## src/sv/scsa_pkg.sv

```systemverilog
// Shared types, constants and class tables of the size-class slab allocator.
package scsa_pkg;

    localparam int PAGE_COUNT   = 16;
    localparam int ADDR_PAGES   = 16;
    localparam int USABLE_PAGES = (PAGE_COUNT < ADDR_PAGES) ? PAGE_COUNT : ADDR_PAGES;
    localparam int PAGE_W       = $clog2(ADDR_PAGES);
    localparam int CLASS_COUNT  = 45;
    localparam int CLASS_W      = 6;
    localparam int CLS_DEPTH    = 64;
    localparam int MAX_SMALL    = 32736;
    localparam int BLK_DEPTH    = 65536;
    localparam int BLK_W        = 14;
    localparam int DIV_STEPS    = 16;

    localparam logic [4:0]  NO_PAGE  = 5'd31;
    localparam logic [12:0] NO_BLOCK = 13'h1FFF;

    typedef enum logic [2:0] {
        ST_OK     = 3'd0,
        ST_ZERO   = 3'd1,
        ST_BIG    = 3'd2,
        ST_NOPAGE = 3'd3,
        ST_INVAL  = 3'd4
    } status_t;

    typedef enum logic [4:0] {
        OP_NONE, OP_CLR, OP_LOAD, OP_FCLS, OP_HT, OP_POP, OP_FRESH, OP_INIT,
        OP_PF, OP_LINKN, OP_SERVE, OP_TAKE, OP_UNRD, OP_UNQ, OP_UNN, OP_PB,
        OP_PBLINK, OP_MUL, OP_DIVI, OP_DIV, OP_FRD, OP_FWR, OP_SPARE, OP_OUT
    } op_t;

    typedef struct packed {
        op_t     op;
        status_t st;
    } ctl_t;

    typedef struct packed {
        logic is_free;
        logic zero;
        logic too_large;
        logic need_page;
        logic has_spare;
        logic has_fresh;
        logic full;
        logic used_zero;
        logic bad;
        logic div_done;
        logic rem_nz;
        logic not_taken;
        logic clr_done;
    } sts_t;

    typedef struct packed {
        logic [14:0] bytes;
        logic [11:0] total;
        logic [15:0] base;
    } cls_info_t;

    // Block size, blocks per page and first block offset of each class.
    function automatic cls_info_t cls_info(input logic [5:0] c);
        cls_info_t r;
        begin
            case (c)
                6'd0:  r = '{15'd16,    12'd4092, 16'd64};
                6'd4:  r = '{15'd32,    12'd2046, 16'd64};
                6'd6:  r = '{15'd48,    12'd1364, 16'd64};
                6'd8:  r = '{15'd64,    12'd1023, 16'd64};
                6'd9:  r = '{15'd80,    12'd818,  16'd96};
                6'd10: r = '{15'd96,    12'd682,  16'd64};
                6'd11: r = '{15'd112,   12'd584,  16'd128};
                6'd12: r = '{15'd128,   12'd511,  16'd128};
                6'd13: r = '{15'd160,   12'd409,  16'd96};
                6'd14: r = '{15'd192,   12'd341,  16'd64};
                6'd15: r = '{15'd224,   12'd292,  16'd128};
                6'd16: r = '{15'd256,   12'd255,  16'd256};
                6'd17: r = '{15'd320,   12'd204,  16'd256};
                6'd18: r = '{15'd384,   12'd170,  16'd256};
                6'd19: r = '{15'd448,   12'd146,  16'd128};
                6'd20: r = '{15'd512,   12'd127,  16'd512};
                6'd21: r = '{15'd640,   12'd102,  16'd256};
                6'd22: r = '{15'd768,   12'd85,   16'd256};
                6'd23: r = '{15'd896,   12'd73,   16'd128};
                6'd24: r = '{15'd1024,  12'd63,   16'd1024};
                6'd25: r = '{15'd1280,  12'd51,   16'd256};
                6'd26: r = '{15'd1536,  12'd42,   16'd1024};
                6'd27: r = '{15'd1792,  12'd36,   16'd1024};
                6'd28: r = '{15'd2048,  12'd31,   16'd2048};
                6'd29: r = '{15'd2560,  12'd25,   16'd1536};
                6'd30: r = '{15'd3072,  12'd21,   16'd1024};
                6'd31: r = '{15'd3584,  12'd18,   16'd1024};
                6'd32: r = '{15'd4096,  12'd15,   16'd4096};
                6'd33: r = '{15'd5120,  12'd12,   16'd4096};
                6'd34: r = '{15'd6144,  12'd10,   16'd4096};
                6'd35: r = '{15'd7168,  12'd9,    16'd1024};
                6'd36: r = '{15'd8192,  12'd7,    16'd8192};
                6'd37: r = '{15'd10240, 12'd6,    16'd4096};
                6'd38: r = '{15'd12288, 12'd5,    16'd4096};
                6'd39: r = '{15'd14336, 12'd4,    16'd8192};
                6'd40: r = '{15'd16384, 12'd3,    16'd16384};
                6'd41: r = '{15'd20480, 12'd3,    16'd4096};
                6'd42: r = '{15'd24576, 12'd2,    16'd16384};
                6'd43: r = '{15'd28672, 12'd2,    16'd8192};
                6'd44: r = '{15'd32736, 12'd2,    16'd64};
                default: r = '{15'd0, 12'd0, 16'd0};
            endcase
            return r;
        end
    endfunction

    // Four classes per octave (fewer below 64 bytes) after rounding the size up to 16 bytes.
    function automatic logic [5:0] class_of(input logic [15:0] size);
        logic [15:0] s;
        logic [15:0] v;
        logic [3:0]  lg;
        logic [15:0] sh;
        logic [7:0]  r;
        begin
            s  = (size + 16'd15) & 16'hFFF0;
            v  = (s - 16'd1) | 16'd1;
            lg = '0;
            for (int i = 1; i < 16; i++) begin
                if (v[i]) lg = 4'(i);
            end
            sh = (s - 16'd1) >> (lg - 4'd2);
            r  = {2'b00, lg, 2'b00} + sh[7:0] - 8'd19;
            return r[5:0];
        end
    endfunction

endpackage

```

## src/sv/scsa_ctrl.sv

```systemverilog
// Sequencer of the slab allocator: steps the datapath through one request.
module scsa_ctrl
    import scsa_pkg::*;
(
    input  logic clk,
    input  logic rst_n,
    input  logic start,
    input  sts_t sts,
    output ctl_t ctl,
    output logic busy
);

    typedef enum logic [22:0] {
        S_CLR   = 23'd1 << 0,
        S_IDLE  = 23'd1 << 1,
        S_DEC   = 23'd1 << 2,
        S_HEAD  = 23'd1 << 3,
        S_CHK   = 23'd1 << 4,
        S_INIT  = 23'd1 << 5,
        S_PF    = 23'd1 << 6,
        S_LINKN = 23'd1 << 7,
        S_SERVE = 23'd1 << 8,
        S_TAKE  = 23'd1 << 9,
        S_U1    = 23'd1 << 10,
        S_U2    = 23'd1 << 11,
        S_U3    = 23'd1 << 12,
        S_PB1   = 23'd1 << 13,
        S_PB2   = 23'd1 << 14,
        S_MUL   = 23'd1 << 15,
        S_FCHK  = 23'd1 << 16,
        S_DIV   = 23'd1 << 17,
        S_FRD   = 23'd1 << 18,
        S_FTK   = 23'd1 << 19,
        S_SPARE = 23'd1 << 20,
        S_OUT   = 23'd1 << 21,
        S_FCLS  = 23'd1 << 22
    } state_t;

    state_t  state_reg, state_next;
    status_t st_reg, st_next;
    op_t     op;

    always_comb
    begin
        state_next = state_reg;
        st_next    = st_reg;
        op         = OP_NONE;
        case (state_reg)
            S_CLR:
            begin
                op = OP_CLR;
                if (sts.clr_done) state_next = S_IDLE;
            end
            S_IDLE:
            begin
                if (start)
                begin
                    op         = OP_LOAD;
                    st_next    = ST_OK;
                    state_next = S_DEC;
                end
            end
            S_DEC:
            begin
                if (sts.is_free) state_next = S_FCLS;
                else if (sts.zero)
                begin
                    st_next    = ST_ZERO;
                    state_next = S_OUT;
                end
                else if (sts.too_large)
                begin
                    st_next    = ST_BIG;
                    state_next = S_OUT;
                end
                else state_next = S_HEAD;
            end
            S_FCLS:
            begin
                op         = OP_FCLS;
                state_next = S_FCHK;
            end
            S_HEAD:
            begin
                op         = OP_HT;
                state_next = S_CHK;
            end
            S_CHK:
            begin
                if (!sts.need_page) state_next = S_SERVE;
                else if (sts.has_spare)
                begin
                    op         = OP_POP;
                    state_next = S_INIT;
                end
                else if (sts.has_fresh)
                begin
                    op         = OP_FRESH;
                    state_next = S_INIT;
                end
                else
                begin
                    st_next    = ST_NOPAGE;
                    state_next = S_OUT;
                end
            end
            S_INIT:
            begin
                op         = OP_INIT;
                state_next = S_PF;
            end
            S_PF:
            begin
                op         = OP_PF;
                state_next = S_LINKN;
            end
            S_LINKN:
            begin
                op         = OP_LINKN;
                state_next = sts.is_free ? S_OUT : S_SERVE;
            end
            S_SERVE:
            begin
                op         = OP_SERVE;
                state_next = S_TAKE;
            end
            S_TAKE:
            begin
                op         = OP_TAKE;
                state_next = S_MUL;
            end
            S_MUL:
            begin
                op         = OP_MUL;
                state_next = sts.full ? S_U1 : S_OUT;
            end
            S_U1:
            begin
                op         = OP_UNRD;
                state_next = S_U2;
            end
            S_U2:
            begin
                op         = OP_UNQ;
                state_next = S_U3;
            end
            S_U3:
            begin
                op = OP_UNN;
                if (!sts.is_free) state_next = S_PB1;
                else if (sts.used_zero) state_next = S_SPARE;
                else state_next = S_PF;
            end
            S_PB1:
            begin
                op         = OP_PB;
                state_next = S_PB2;
            end
            S_PB2:
            begin
                op         = OP_PBLINK;
                state_next = S_OUT;
            end
            S_FCHK:
            begin
                if (sts.bad)
                begin
                    st_next    = ST_INVAL;
                    state_next = S_OUT;
                end
                else
                begin
                    op         = OP_DIVI;
                    state_next = S_DIV;
                end
            end
            S_DIV:
            begin
                op = OP_DIV;
                if (sts.div_done) state_next = S_FRD;
            end
            S_FRD:
            begin
                if (sts.rem_nz)
                begin
                    st_next    = ST_INVAL;
                    state_next = S_OUT;
                end
                else
                begin
                    op         = OP_FRD;
                    state_next = S_FTK;
                end
            end
            S_FTK:
            begin
                if (sts.not_taken)
                begin
                    st_next    = ST_INVAL;
                    state_next = S_OUT;
                end
                else
                begin
                    op         = OP_FWR;
                    state_next = S_U1;
                end
            end
            S_SPARE:
            begin
                op         = OP_SPARE;
                state_next = S_OUT;
            end
            S_OUT:
            begin
                op         = OP_OUT;
                state_next = S_IDLE;
            end
            default:
            begin
                state_next = S_IDLE;
            end
        endcase
    end

    always_ff @(posedge clk or negedge rst_n)
    begin
        if (!rst_n)
        begin
            state_reg <= S_CLR;
            st_reg    <= ST_OK;
        end
        else
        begin
            state_reg <= state_next;
            st_reg    <= st_next;
        end
    end

    assign ctl.op = op;
    assign ctl.st = st_reg;
    assign busy   = (state_reg != S_IDLE);

endmodule

```

## config.mk

```make
export PLATFORM = sky130hd
export DESIGN_NAME = scsa_ctrl
export DESIGN_NICKNAME = d
export VERILOG_FILES = /design/src/sv/scsa_pkg.sv /design/src/sv/scsa_ctrl.sv
export SDC_FILE = /design/constraint.sdc
export NUM_CORES = 1
export LEC_CHECK = 0
export ABC_CLOCK_PERIOD_IN_PS = 3200
export BUFFER_PORTS_ARGS = -buffer_cell sky130_fd_sc_hd__buf_2
export CAP_MARGIN = 30
export CORE_AREA = 3 3 56 68
export DETAILED_ROUTE_END_ITERATION = 16
export DIE_AREA = 0 0 59 71
export PLACE_DENSITY = 0.76
export SETUP_SLACK_MARGIN = 0.3
export SLEW_MARGIN = 5
export SYNTH_ARGS = -nofsm -noshare
export SYNTH_HDL_FRONTEND = slang
export SYNTH_SLANG_ARGS = --single-unit
```

## constraint.sdc

```tcl
create_clock -name clk -period 3.2 [get_ports clk]
set_input_delay 0.64 -clock clk [delete_from_list [all_inputs] [get_ports clk]]
set_output_delay 0.64 -clock clk [all_outputs]
set_load 0.01 [all_outputs]
```

Yosys cells after proc, flatten, opt, wreduce, memory -nomap -nowiden
Cells that the tools add are included.

operators by class
  reductions and logical operators = 4
  equal/unequal tests = 35
  multiplexer cells = 36

operators by type and width
  operator              number
  $pmux 23 s21          1
  $mux 22               10
  $pmux 5 s22           1
  $mux 23               4
  $mux 21               2
  $mux 3                13
  $eq 23x1->1 const B   1
  $eq 23x10->1 const B  1
  $eq 23x11->1 const B  1
  $eq 23x12->1 const B  1
  $eq 23x13->1 const B  1
  $eq 23x14->1 const B  1
  $eq 23x15->1 const B  1
  $eq 23x16->1 const B  1
  $eq 23x17->1 const B  1
  $eq 23x18->1 const B  1
  $eq 23x19->1 const B  1
  $eq 23x2->1 const B   1
  $eq 23x20->1 const B  1
  $eq 23x21->1 const B  1
  $eq 23x22->1 const B  1
  $eq 23x23->1 const B  1
  $eq 23x3->1 const B   1
  $eq 23x4->1 const B   1
  15 further kinds      26

word-level totals
  flip-flop bits (word level) = 26

Logic depth before layout (Yosys ltp)
Gate-level depths: netlist of run 1.

  depth in word-level cells = 4
  depth in mapped cells = 7

Worst setup path before layout of run 1
No wires, ideal clock.

  kind = reg-to-output
  start point = register state_reg[6]
  end point = output ctl[4] in the netlist's numbering
  cell stages (with the launch flop) = 6
  arrival = 1,994 ps
  required time = 2,560 ps
  setup slack = 566 ps
  cell sequence = dfrtp_1 > nor4_4 > nand3_4 > or4_4 > o311a_1 > nand4_1

RTL lines
  what                    RTL line          RTL
  start, declared         scsa_ctrl.sv:39   state_t state_reg, state_next;
  start signal, assigned  scsa_ctrl.sv:234  state_reg <= state_next;
  end, declared           scsa_ctrl.sv:9    output ctl_t ctl,

==> flow_summary.json, run 1 <==
{
  "final.setup.worst_slack_ns": 0.197,
  "clock_latency_ns": 0.27,
  "ys_types": 54,
  "cp.arrival_ns": 2.36,
  "syn_inst": 201,
  "final_cell_mix": "buf_2, buf_4, nor2_1",
  "worst-slew-pin-transition_ns": 0.583,
  "slew_headroom_pct": 60.1,
  "grt_pass1_wl_um": 7980,
  "ys_seq_area_share_pct": 36.4,
  "synth_fp_nets": 217,
  "synth_simple_gate_area_share_pct": 44.0,
  "grtUsageTotal_pct": 25.1,
  "p_leak_nw": 1.13,
  "synth_area_leader_cell": "dfrtp_1",
  "cts_tree": "built",
  "synth_xor_area_share_pct": 4.89,
  "grt_overflow_total": 0,
  "gp_congestion": 0.911,
  "areaGrowthSynthToFinish_pct": 31.4,
  "grt_pass1_vias": 1705,
  "cts-hold-fix-buffers": 0,
  "hold_path_class": "primary input to async pin",
  "hold_viol": 0,
  "start_util_pct": 54.6,
  "drv_cap": 0,
  "crit_fanout": 7,
  "synth_area_mm2": 0.00179,
  "first_pass_iters": 4,
  "power_density_mw_per_mm2": 537,
  "status": "complete, no violations",
  "antenna_cells": 0,
  "antenna_found_initial": 0,
  "rows": 23,
  "postRouteAntennaNets": 0,
  "root_buffer": "clkbuf_8",
  "ir_drop_uv": 357,
  "fp.dieArea_mm2": 0.00419,
  "path_class": "flop to output port",
  "largest_reg_flops": 23,
  "vias_per_cell": 6.51,
  "port_buffers": 24,
  "grt_max_degree": 27,
  "synth_edf_count": 0,
  "synth_compound_area_share_pct": 10.8,
  "synth_top_family_by_area": "simple AND/OR/NAND/NOR gates",
  "post-dp-hpwl_um": 3760,
  "cts_buffers": 3,
  "max_freq_ghz": 0.333,
  "core_area_mm2": 0.00328,
  "clock_skew_ns": 0.00253,
  "grt_setup_unrepaired": "yes",
  "start_kind": "flop",
  "slowest_delay_ns": 0.49,
  "clk_pin_slew_ns": 0.09,
  "muxShareOfSynthArea_pct": 1.12,
  "crit_required_ns": 2.56,
  "synth_fa_ha_area_share_pct": 0,
  "synthFlopType": "dfrtp_1",
  "synth_top_cell_area_share_pct": 34.9,
  "dieHeight_um": 71,
  "synth_area_leaders": "dfrtp_1, nor2_1, nor3_1",
  "ys_seq_elements": 26,
  "tns_ns": 0,
  "drt-total-wl_um": 5520,
  "clock_path_buffers": 2,
  "crit_chain": "nor4_4, buf_6, buf_4, nand2_1, nor3_1, buf_4, nor4b_2, nor3_1, nand4_1, buf_2",
  "period_minus_slack_ns": 3.00,
  "cp-end-kind": "output port",
  "fill_cells": 254,
  "finalCritPeriodShare_pct": 93.8,
  "setup_violations": 0,
  "clock_sinks": 26,
  "ioPinCount": 25,
  "fin_nets": 268,
  "wl_per_cell_um": 19.2,
  "regToRegSetupSlack_ns": 0.78,
  "crit_path_top_delay_cell": "dfrtp_2",
  "drive_gt1_share_pct": 38.2,
  "yosysWarnings": 0,
  "dieWidth_um": 59,
  "place_ws_ns": 0.331,
  "htreeDepth": 1,
  "final_max_slew_viol_count": 0,
  "post-route-drc-count": 0,
  "vias": 1876,
  "drt_iter0_drc": 105,
  "synthArstFlopShare_pct": 100,
  "final_common_cell": "buf_2",
  "syn_area_per_cell_um2": 8.91
}
stage by stage:
stage / area (µm²) / power, mW / cells / hold WS (ns) / utilization (%)
finish: 2350 / 1.26 / 288 / 0.358 / 71.7
global placement: 1990 / 0.872 / 265 / 0.473 / 60.7
global route: 2350 / 1.33 / 288 / 0.396 / 71.7
floorplan: 1790 / 0.727 / 201 / 0.344 / -
detailed placement: 1990 / 0.878 / 265 / 0.476 / 60.7
CTS: 2160 / 1.14 / 279 / 0.387 / 65.8
routing by layer:
metal  part of all wire [%]  wire length (µm)  global-route usage [%]
met5                      0                 0                       0
met4                    4.0               219                    10.8
met3                    7.7               425                    3.28
met2                     48              2650                    39.7
met1                     40              2230                    34.0
path summary, 6_finish.rpt:
path,cells after the start,start,endpoint
setup / recovery,10,state_reg[15],ctl[4]
hold / removal,1,rst_n,state_reg[19]
min in group clk,2,sts[0],state_reg[0]
setup reg to reg,8,state_reg[7],st_reg[2]
hold reg to reg,1,st_reg[2],st_reg[2]
max in group asynchronous,1,rst_n,state_reg[3]
logic make-up (layout without fill, tap and decap cells):
| logic type | Yosys count | after routing |
|---|---|---|
| AO/OA/AOI/OAI | 26 | 26 |
| XOR/XNOR | 10 | 10 |
| buffers and inverters | 13 | 63 |
| flip-flops | 26 | 26 |
| multiplexers | 2 | 2 |
| AND/OR/NAND/NOR | 124 | 124 |
cell type report:
| type | instances | area (µm²) | area share (%) |
|---|---|---|---|
| tap | 37 | 46.3 | 1.97 |
| multi-input combinational | 162 | 1230 | 52.1 |
| inverter | 10 | 37.5 | 1.59 |
| timing repair buffer | 49 | 328 | 13.9 |
| sequential | 26 | 661 | 28.1 |
| clock buffer | 4 | 55.1 | 2.34 |
report_power, final:
part           total (mW)  switching (mW)  internal [mW]
registers           0.389          0.0348          0.354
logic               0.658           0.356          0.302
clock network       0.216           0.106          0.110
total                1.26           0.497          0.766
what timing repair did:
item / CTS / global route
resized for setup: 11 / 24
setup endpoints to repair: 5 / 5
setup buffers: 10 / 9
pin swaps: 5 / 8
critical path: cells and delay by family, from the launching register on:
kind	cells	cell delay (ns)
and+or+nand+nor	6	0.98
buffers and inverters	4	0.61
DFF	1	0.49
synth_stat cells, drive strengths merged (5+ instances only):
cell and instances:
nor4 13, inv 10, nand3 18, nand2 19
nor2 23, nand4 5, xor2 7, a21oi 5
nor3 19, dfrtp 25
No activity file was read; power rests on OpenSTA's default activity.
==> run 2: changes to the inputs <==
--- a/config.mk
+++ b/config.mk
@@ -8,11 +8,13 @@
 export ABC_CLOCK_PERIOD_IN_PS = 3200
 export BUFFER_PORTS_ARGS = -buffer_cell sky130_fd_sc_hd__buf_2
 export CAP_MARGIN = 30
-export CORE_AREA = 3 3 56 68
+export CORE_AREA = 3 3 55 67
+export CTS_BUF_LIST = sky130_fd_sc_hd__clkbuf_8
 export DETAILED_ROUTE_END_ITERATION = 16
-export DIE_AREA = 0 0 59 71
-export PLACE_DENSITY = 0.76
+export DIE_AREA = 0 0 58 70
+export PLACE_DENSITY = 0.79
 export SETUP_SLACK_MARGIN = 0.3
+export SKIP_CTS_REPAIR_TIMING = 1
 export SLEW_MARGIN = 5
 export SYNTH_ARGS = -nofsm -noshare
 export SYNTH_HDL_FRONTEND = slang
==> run 2 against run 1 <==
Sequential power about the same. Critical path depth shrank 1. Cell area fell by 8.9%. Die area is 3.1% lower. Power decreased by 8.1%. Flip-flop and latch count unchanged. Critical endpoint is now ctl[3].
==> flow_summary.json, run 2 (synthesized netlist as in run 1, its figures left out) <==
{
  "status": "complete, no violations",
  "vias_per_cell": 6.48,
  "dieWidth_um": 58,
  "dieHeight_um": 70,
  "grt_pass1_vias": 1701,
  "final_cell_mix": "buf_2, dfrtp_1, nor2_1",
  "cp.arrival_ns": 2.40,
  "hold_path_class": "primary input to async pin",
  "max_freq_ghz": 0.328,
  "multi_input_area_mm2": 0.00114,
  "drv_cap": 0,
  "finalCritPeriodShare_pct": 95.1,
  "slew_headroom_pct": 60.1,
  "ioPinCount": 25,
  "place_ws_ns": 0.304,
  "drive_gt1_share_pct": 28.6,
  "p_seq_share_pct": 33.3,
  "drt_iter0_drc": 148,
  "root_buffer": "clkbuf_8",
  "tns_ns": 0,
  "hold_viol": 0,
  "grt_overflow_total": 0,
  "worst-slew-pin-transition_ns": 0.598,
  "drt-total-wl_um": 5360,
  "power.share.combinational_pct": 48.0,
  "final_cell_count_no_fill": 274,
  "ir_drop_uv": 326,
  "setup_violations": 0,
  "clock_sinks": 26,
  "fin_nets": 255,
  "cellInternalPower_uw": 694,
  "postRouteAntennaNets": 0,
  "cp-end-kind": "output port",
  "regArea_um2": 654,
  "switching_share_pct": 40.2,
  "crit_family": "simple AND/OR/NAND/NOR gates",
  "port_buffers": 24,
  "wl_per_cell_um": 19.5,
  "clock_path_buffers": 2,
  "fin_util_pct": 69.5,
  "clock_latency_ns": 0.28,
  "grt_setup_unrepaired": "yes",
  "post-route-drc-count": 0,
  "clockPowerShare_pct": 18.7,
  "crit_fanout": 13,
  "clk_pin_slew_ns": 0.09,
  "cts_tree": "built",
  "fp.dieArea_mm2": 0.00406,
  "htreeDepth": 1,
  "final.setup.worst_slack_ns": 0.155,
  "fill_cells": 258,
  "path_class": "flop to output port",
  "crit_chain": "nor4_4, buf_4, nand3_1, buf_4, nor4b_4, a311o_1, nor3_1, nand3_1, buf_2",
  "antenna_cells": 0,
  "slowest_delay_ns": 0.47,
  "p_sw_uw": 466,
  "antenna_found_initial": 0,
  "post-place-cells": 264,
  "first_pass_iters": 5,
  "clock_skew_ns": 0.00889,
  "vias": 1775,
  "grt_pass1_wl_um": 8380,
  "p_leak_nw": 1.03,
  "post-dp-hpwl_um": 3870,
  "core_area_mm2": 0.00308,
  "whs_ns": 0.357,
  "power_density_mw_per_mm2": 541,
  "crit_path_top_delay_cell": "dfrtp_2",
  "gp_congestion": 0.918,
  "start_kind": "flop",
  "grtUsageTotal_pct": 27.3,
  "period_minus_slack_ns": 3.04,
  "areaGrowthSynthToFinish_pct": 19.6,
  "cts_buffers": 3,
  "start_util_pct": 58.1,
  "rows": 22,
  "grt_max_degree": 27,
  "final_max_slew_viol_count": 0,
  "crit_required_ns": 2.56,
  "path_buf_inv": 3,
  "final_common_cell": "buf_2",
  "largest_reg_flops": 23
}
==> run 2: path summary, 6_finish.rpt <==
| check | slack, ns | depth (start not counted) | to | startpoint |
|---|---|---|---|---|
| min reg2reg | 0.50 | 1 | st_reg[2] | st_reg[2] |
| max in group asynchronous | 2.42 | 1 | state_reg[14] | rst_n |
| max reg2reg | 0.83 | 8 | st_reg[2] | state_reg[15] |
| min | 0.36 | 1 | state_reg[22] | rst_n |
| max | 0.16 | 9 | ctl[3] | state_reg[14] |
| min in group clk | 0.49 | 2 | state_reg[0] | sts[0] |
==> run 2: power groups by stage <==
stage | Sequential (mW) | Combinational (mW) | Clock, mW
global placement | 0.388 | 0.483 | 0
finish | 0.386 | 0.557 | 0.217
floorplan | 0.388 | 0.340 | 0
global route | 0.389 | 0.608 | 0.230
detailed placement | 0.388 | 0.491 | 0
CTS | 0.382 | 0.497 | 0.226
==> run 2: layout make-up <==
| cell class | instances | share of cell area (%) |
|---|---|---|
| clock buffer | 4 | 2.57 |
| inverter | 10 | 1.75 |
| multi-input combinational | 162 | 53.2 |
| sequential | 26 | 30.5 |
| tap | 36 | 2.10 |
| timing repair buffer | 36 | 9.81 |
==> run 2: per-layer routing <==
layer  up-vias  track usage, %  part of all wire [%]
met5         -               0                     0
met4         0            12.9                   3.6
met3        19            4.44                   7.5
met2        87            43.0                    48
met1       850            36.0                    41
li1        819               -                     -
==> run 2: stage by stage <==
stage | instance area, µm² | power (mW)
2_1_floorplan | 1790 | 0.727
3_5_place_dp | 1990 | 0.879
6_report | 2140 | 1.16
3_3_place_gp | 1990 | 0.871
4_1_cts | 2040 | 1.10
5_1_grt | 2140 | 1.23
==> run 3: changes to the inputs <==
--- a/config.mk
+++ b/config.mk
@@ -13,6 +13,7 @@
 export DETAILED_ROUTE_END_ITERATION = 16
 export DIE_AREA = 0 0 58 70
 export PLACE_DENSITY = 0.79
+export RECOVER_POWER = 100
 export SETUP_SLACK_MARGIN = 0.3
 export SKIP_CTS_REPAIR_TIMING = 1
 export SLEW_MARGIN = 5
==> run 3 against run 2 <==
Sequential power about the same. Via count increased by 1.2%. Utilization decreased by 0.20 points. Clock power about the same. Count of clock-buffer cells in the layout unchanged. Non-clock buffer count unchanged. Clock skew decreased by 0.0016 ns. Power decreased by 0.15%. Critical path depth unchanged. Cell count unchanged.
==> flow_summary.json, run 3 (synthesized netlist as in run 1, its figures left out) <==
{
  "gp_congestion": 0.918,
  "antenna_cells": 0,
  "first_pass_iters": 5,
  "period_minus_slack_ns": 3.07,
  "antenna_found_initial": 0,
  "cp-end-kind": "output port",
  "fp.dieArea_mm2": 0.00406,
  "dpl_cell_area_mm2": 0.00199,
  "grt_overflow_total": 0,
  "clk_pin_slew_ns": 0.09,
  "final_cell_mix": "dfrtp_1, nor2_1, buf_2",
  "grt_setup_unrepaired": "yes",
  "vias_per_cell": 6.55,
  "final_max_slew_viol_count": 0,
  "path_class": "flop to output port",
  "worst-slew-pin-transition_ns": 1.43,
  "crit_path_start": "state_reg[14]",
  "final.setup.worst_slack_ns": 0.127,
  "tns_ns": 0,
  "hold_path_class": "primary input to flop",
  "clock_sinks": 26,
  "max_freq_ghz": 0.325,
  "areaGrowthSynthToFinish_pct": 19.3,
  "rows": 22,
  "min_from": "sts[0]",
  "cts_tree": "built",
  "hold_viol": 0,
  "r2r-start": "state_reg[15]",
  "postRouteAntennaNets": 0,
  "vias": 1796,
  "root_buffer": "clkbuf_8",
  "ioPinCount": 25,
  "place_ws_ns": 0.304,
  "ir_drop_uv": 326,
  "grt_max_degree": 27,
  "crit_chain": "nor4_4, buf_4, nand3_1, buf_4, nor4b_4, a311o_1, nor3_1, nand3_1, buf_2",
  "grt_pass1_vias": 1701,
  "dieWidth_um": 58,
  "clock_skew_ns": 0.00732,
  "cts_buffers": 3,
  "post-dp-hpwl_um": 3870,
  "drt_iter0_drc": 149,
  "crit_family": "simple AND/OR/NAND/NOR gates",
  "clock_latency_ns": 0.28,
  "start_util_pct": 58.1,
  "slowest_delay_ns": 0.49,
  "drv_cap": 0,
  "wl_per_cell_um": 19.5,
  "slew_headroom_pct": 4.41,
  "crit_path_top_delay_cell": "dfrtp_1",
  "path_buf_inv": 3,
  "drive_gt1_share_pct": 26.5,
  "fin_util_pct": 69.3,
  "final_area_mm2": 0.00214,
  "grt_pass1_wl_um": 8380,
  "p_leak_nw": 1.02,
  "crit_fanout": 13,
  "port_buffers": 24,
  "dieHeight_um": 70,
  "post-route-drc-count": 0,
  "setup_violations": 0,
  "status": "complete, no violations",
  "power_density_mw_per_mm2": 542,
  "clock_path_buffers": 2,
  "fin_nets": 255,
  "cp.arrival_ns": 2.43,
  "finalCritPeriodShare_pct": 96.0,
  "final_common_cell": "dfrtp_1",
  "htreeDepth": 1,
  "grtUsageTotal_pct": 27.3,
  "largest_reg_flops": 23,
  "core_area_mm2": 0.00308,
  "crit_required_ns": 2.56,
  "start_kind": "flop",
  "drt-total-wl_um": 5340
}
[run 3: changes by cell type in the layout (fill, tap and decap cells not counted)]
cell	before	now
buf_2	24	20
clkbuf_1	0	4
dfrtp_1	23	24
dfrtp_2	2	1
[run 3: final cells by class]
type | instances | area, µm²
Multi-Input combinational cell | 162 | 1140
Fill cell | 262 | 946
Sequential cell | 26 | 653
Timing Repair Buffer | 36 | 205
Clock buffer | 4 | 55.1
Tap cell | 36 | 45.0
Inverter | 10 | 37.5
[run 3: layer usage]
| metal | global-route usage [%] | wire length, µm |
|---|---|---|
| met1 | 36.0 | 2220 |
| met2 | 43.0 | 2540 |
| met3 | 4.44 | 388 |
| met4 | 12.9 | 190 |
| met5 | 0 | 0 |
[run 3: where the power goes]
group	internal, mW	total, mW	leakage [nW]	switching [mW]
Combinational	0.228	0.555	0.636	0.327
Sequential	0.354	0.387	0.353	0.0328
Clock	0.110	0.217	0.0288	0.107
[run 3: worst paths after layout]
path,to,slack (ns),cells past startpoint
min reg2reg,st_reg[2],0.50,1
max in group asynchronous,state_reg[7],1.58,1
min in group asynchronous,state_reg[22],0.68,1
min,state_reg[0],0.49,2
max,ctl[3],0.13,9
max reg2reg,st_reg[2],0.83,8
[run 3: per-stage QoR]
stage          instances  power, mW  hold WS [ns]
2_1_floorplan        201      0.727         0.344
4_1_cts              268       1.10         0.375
3_3_place_gp         264      0.871         0.472
5_1_grt              274       1.22         0.491
3_5_place_dp         264      0.879         0.476
6_report             274       1.16         0.490
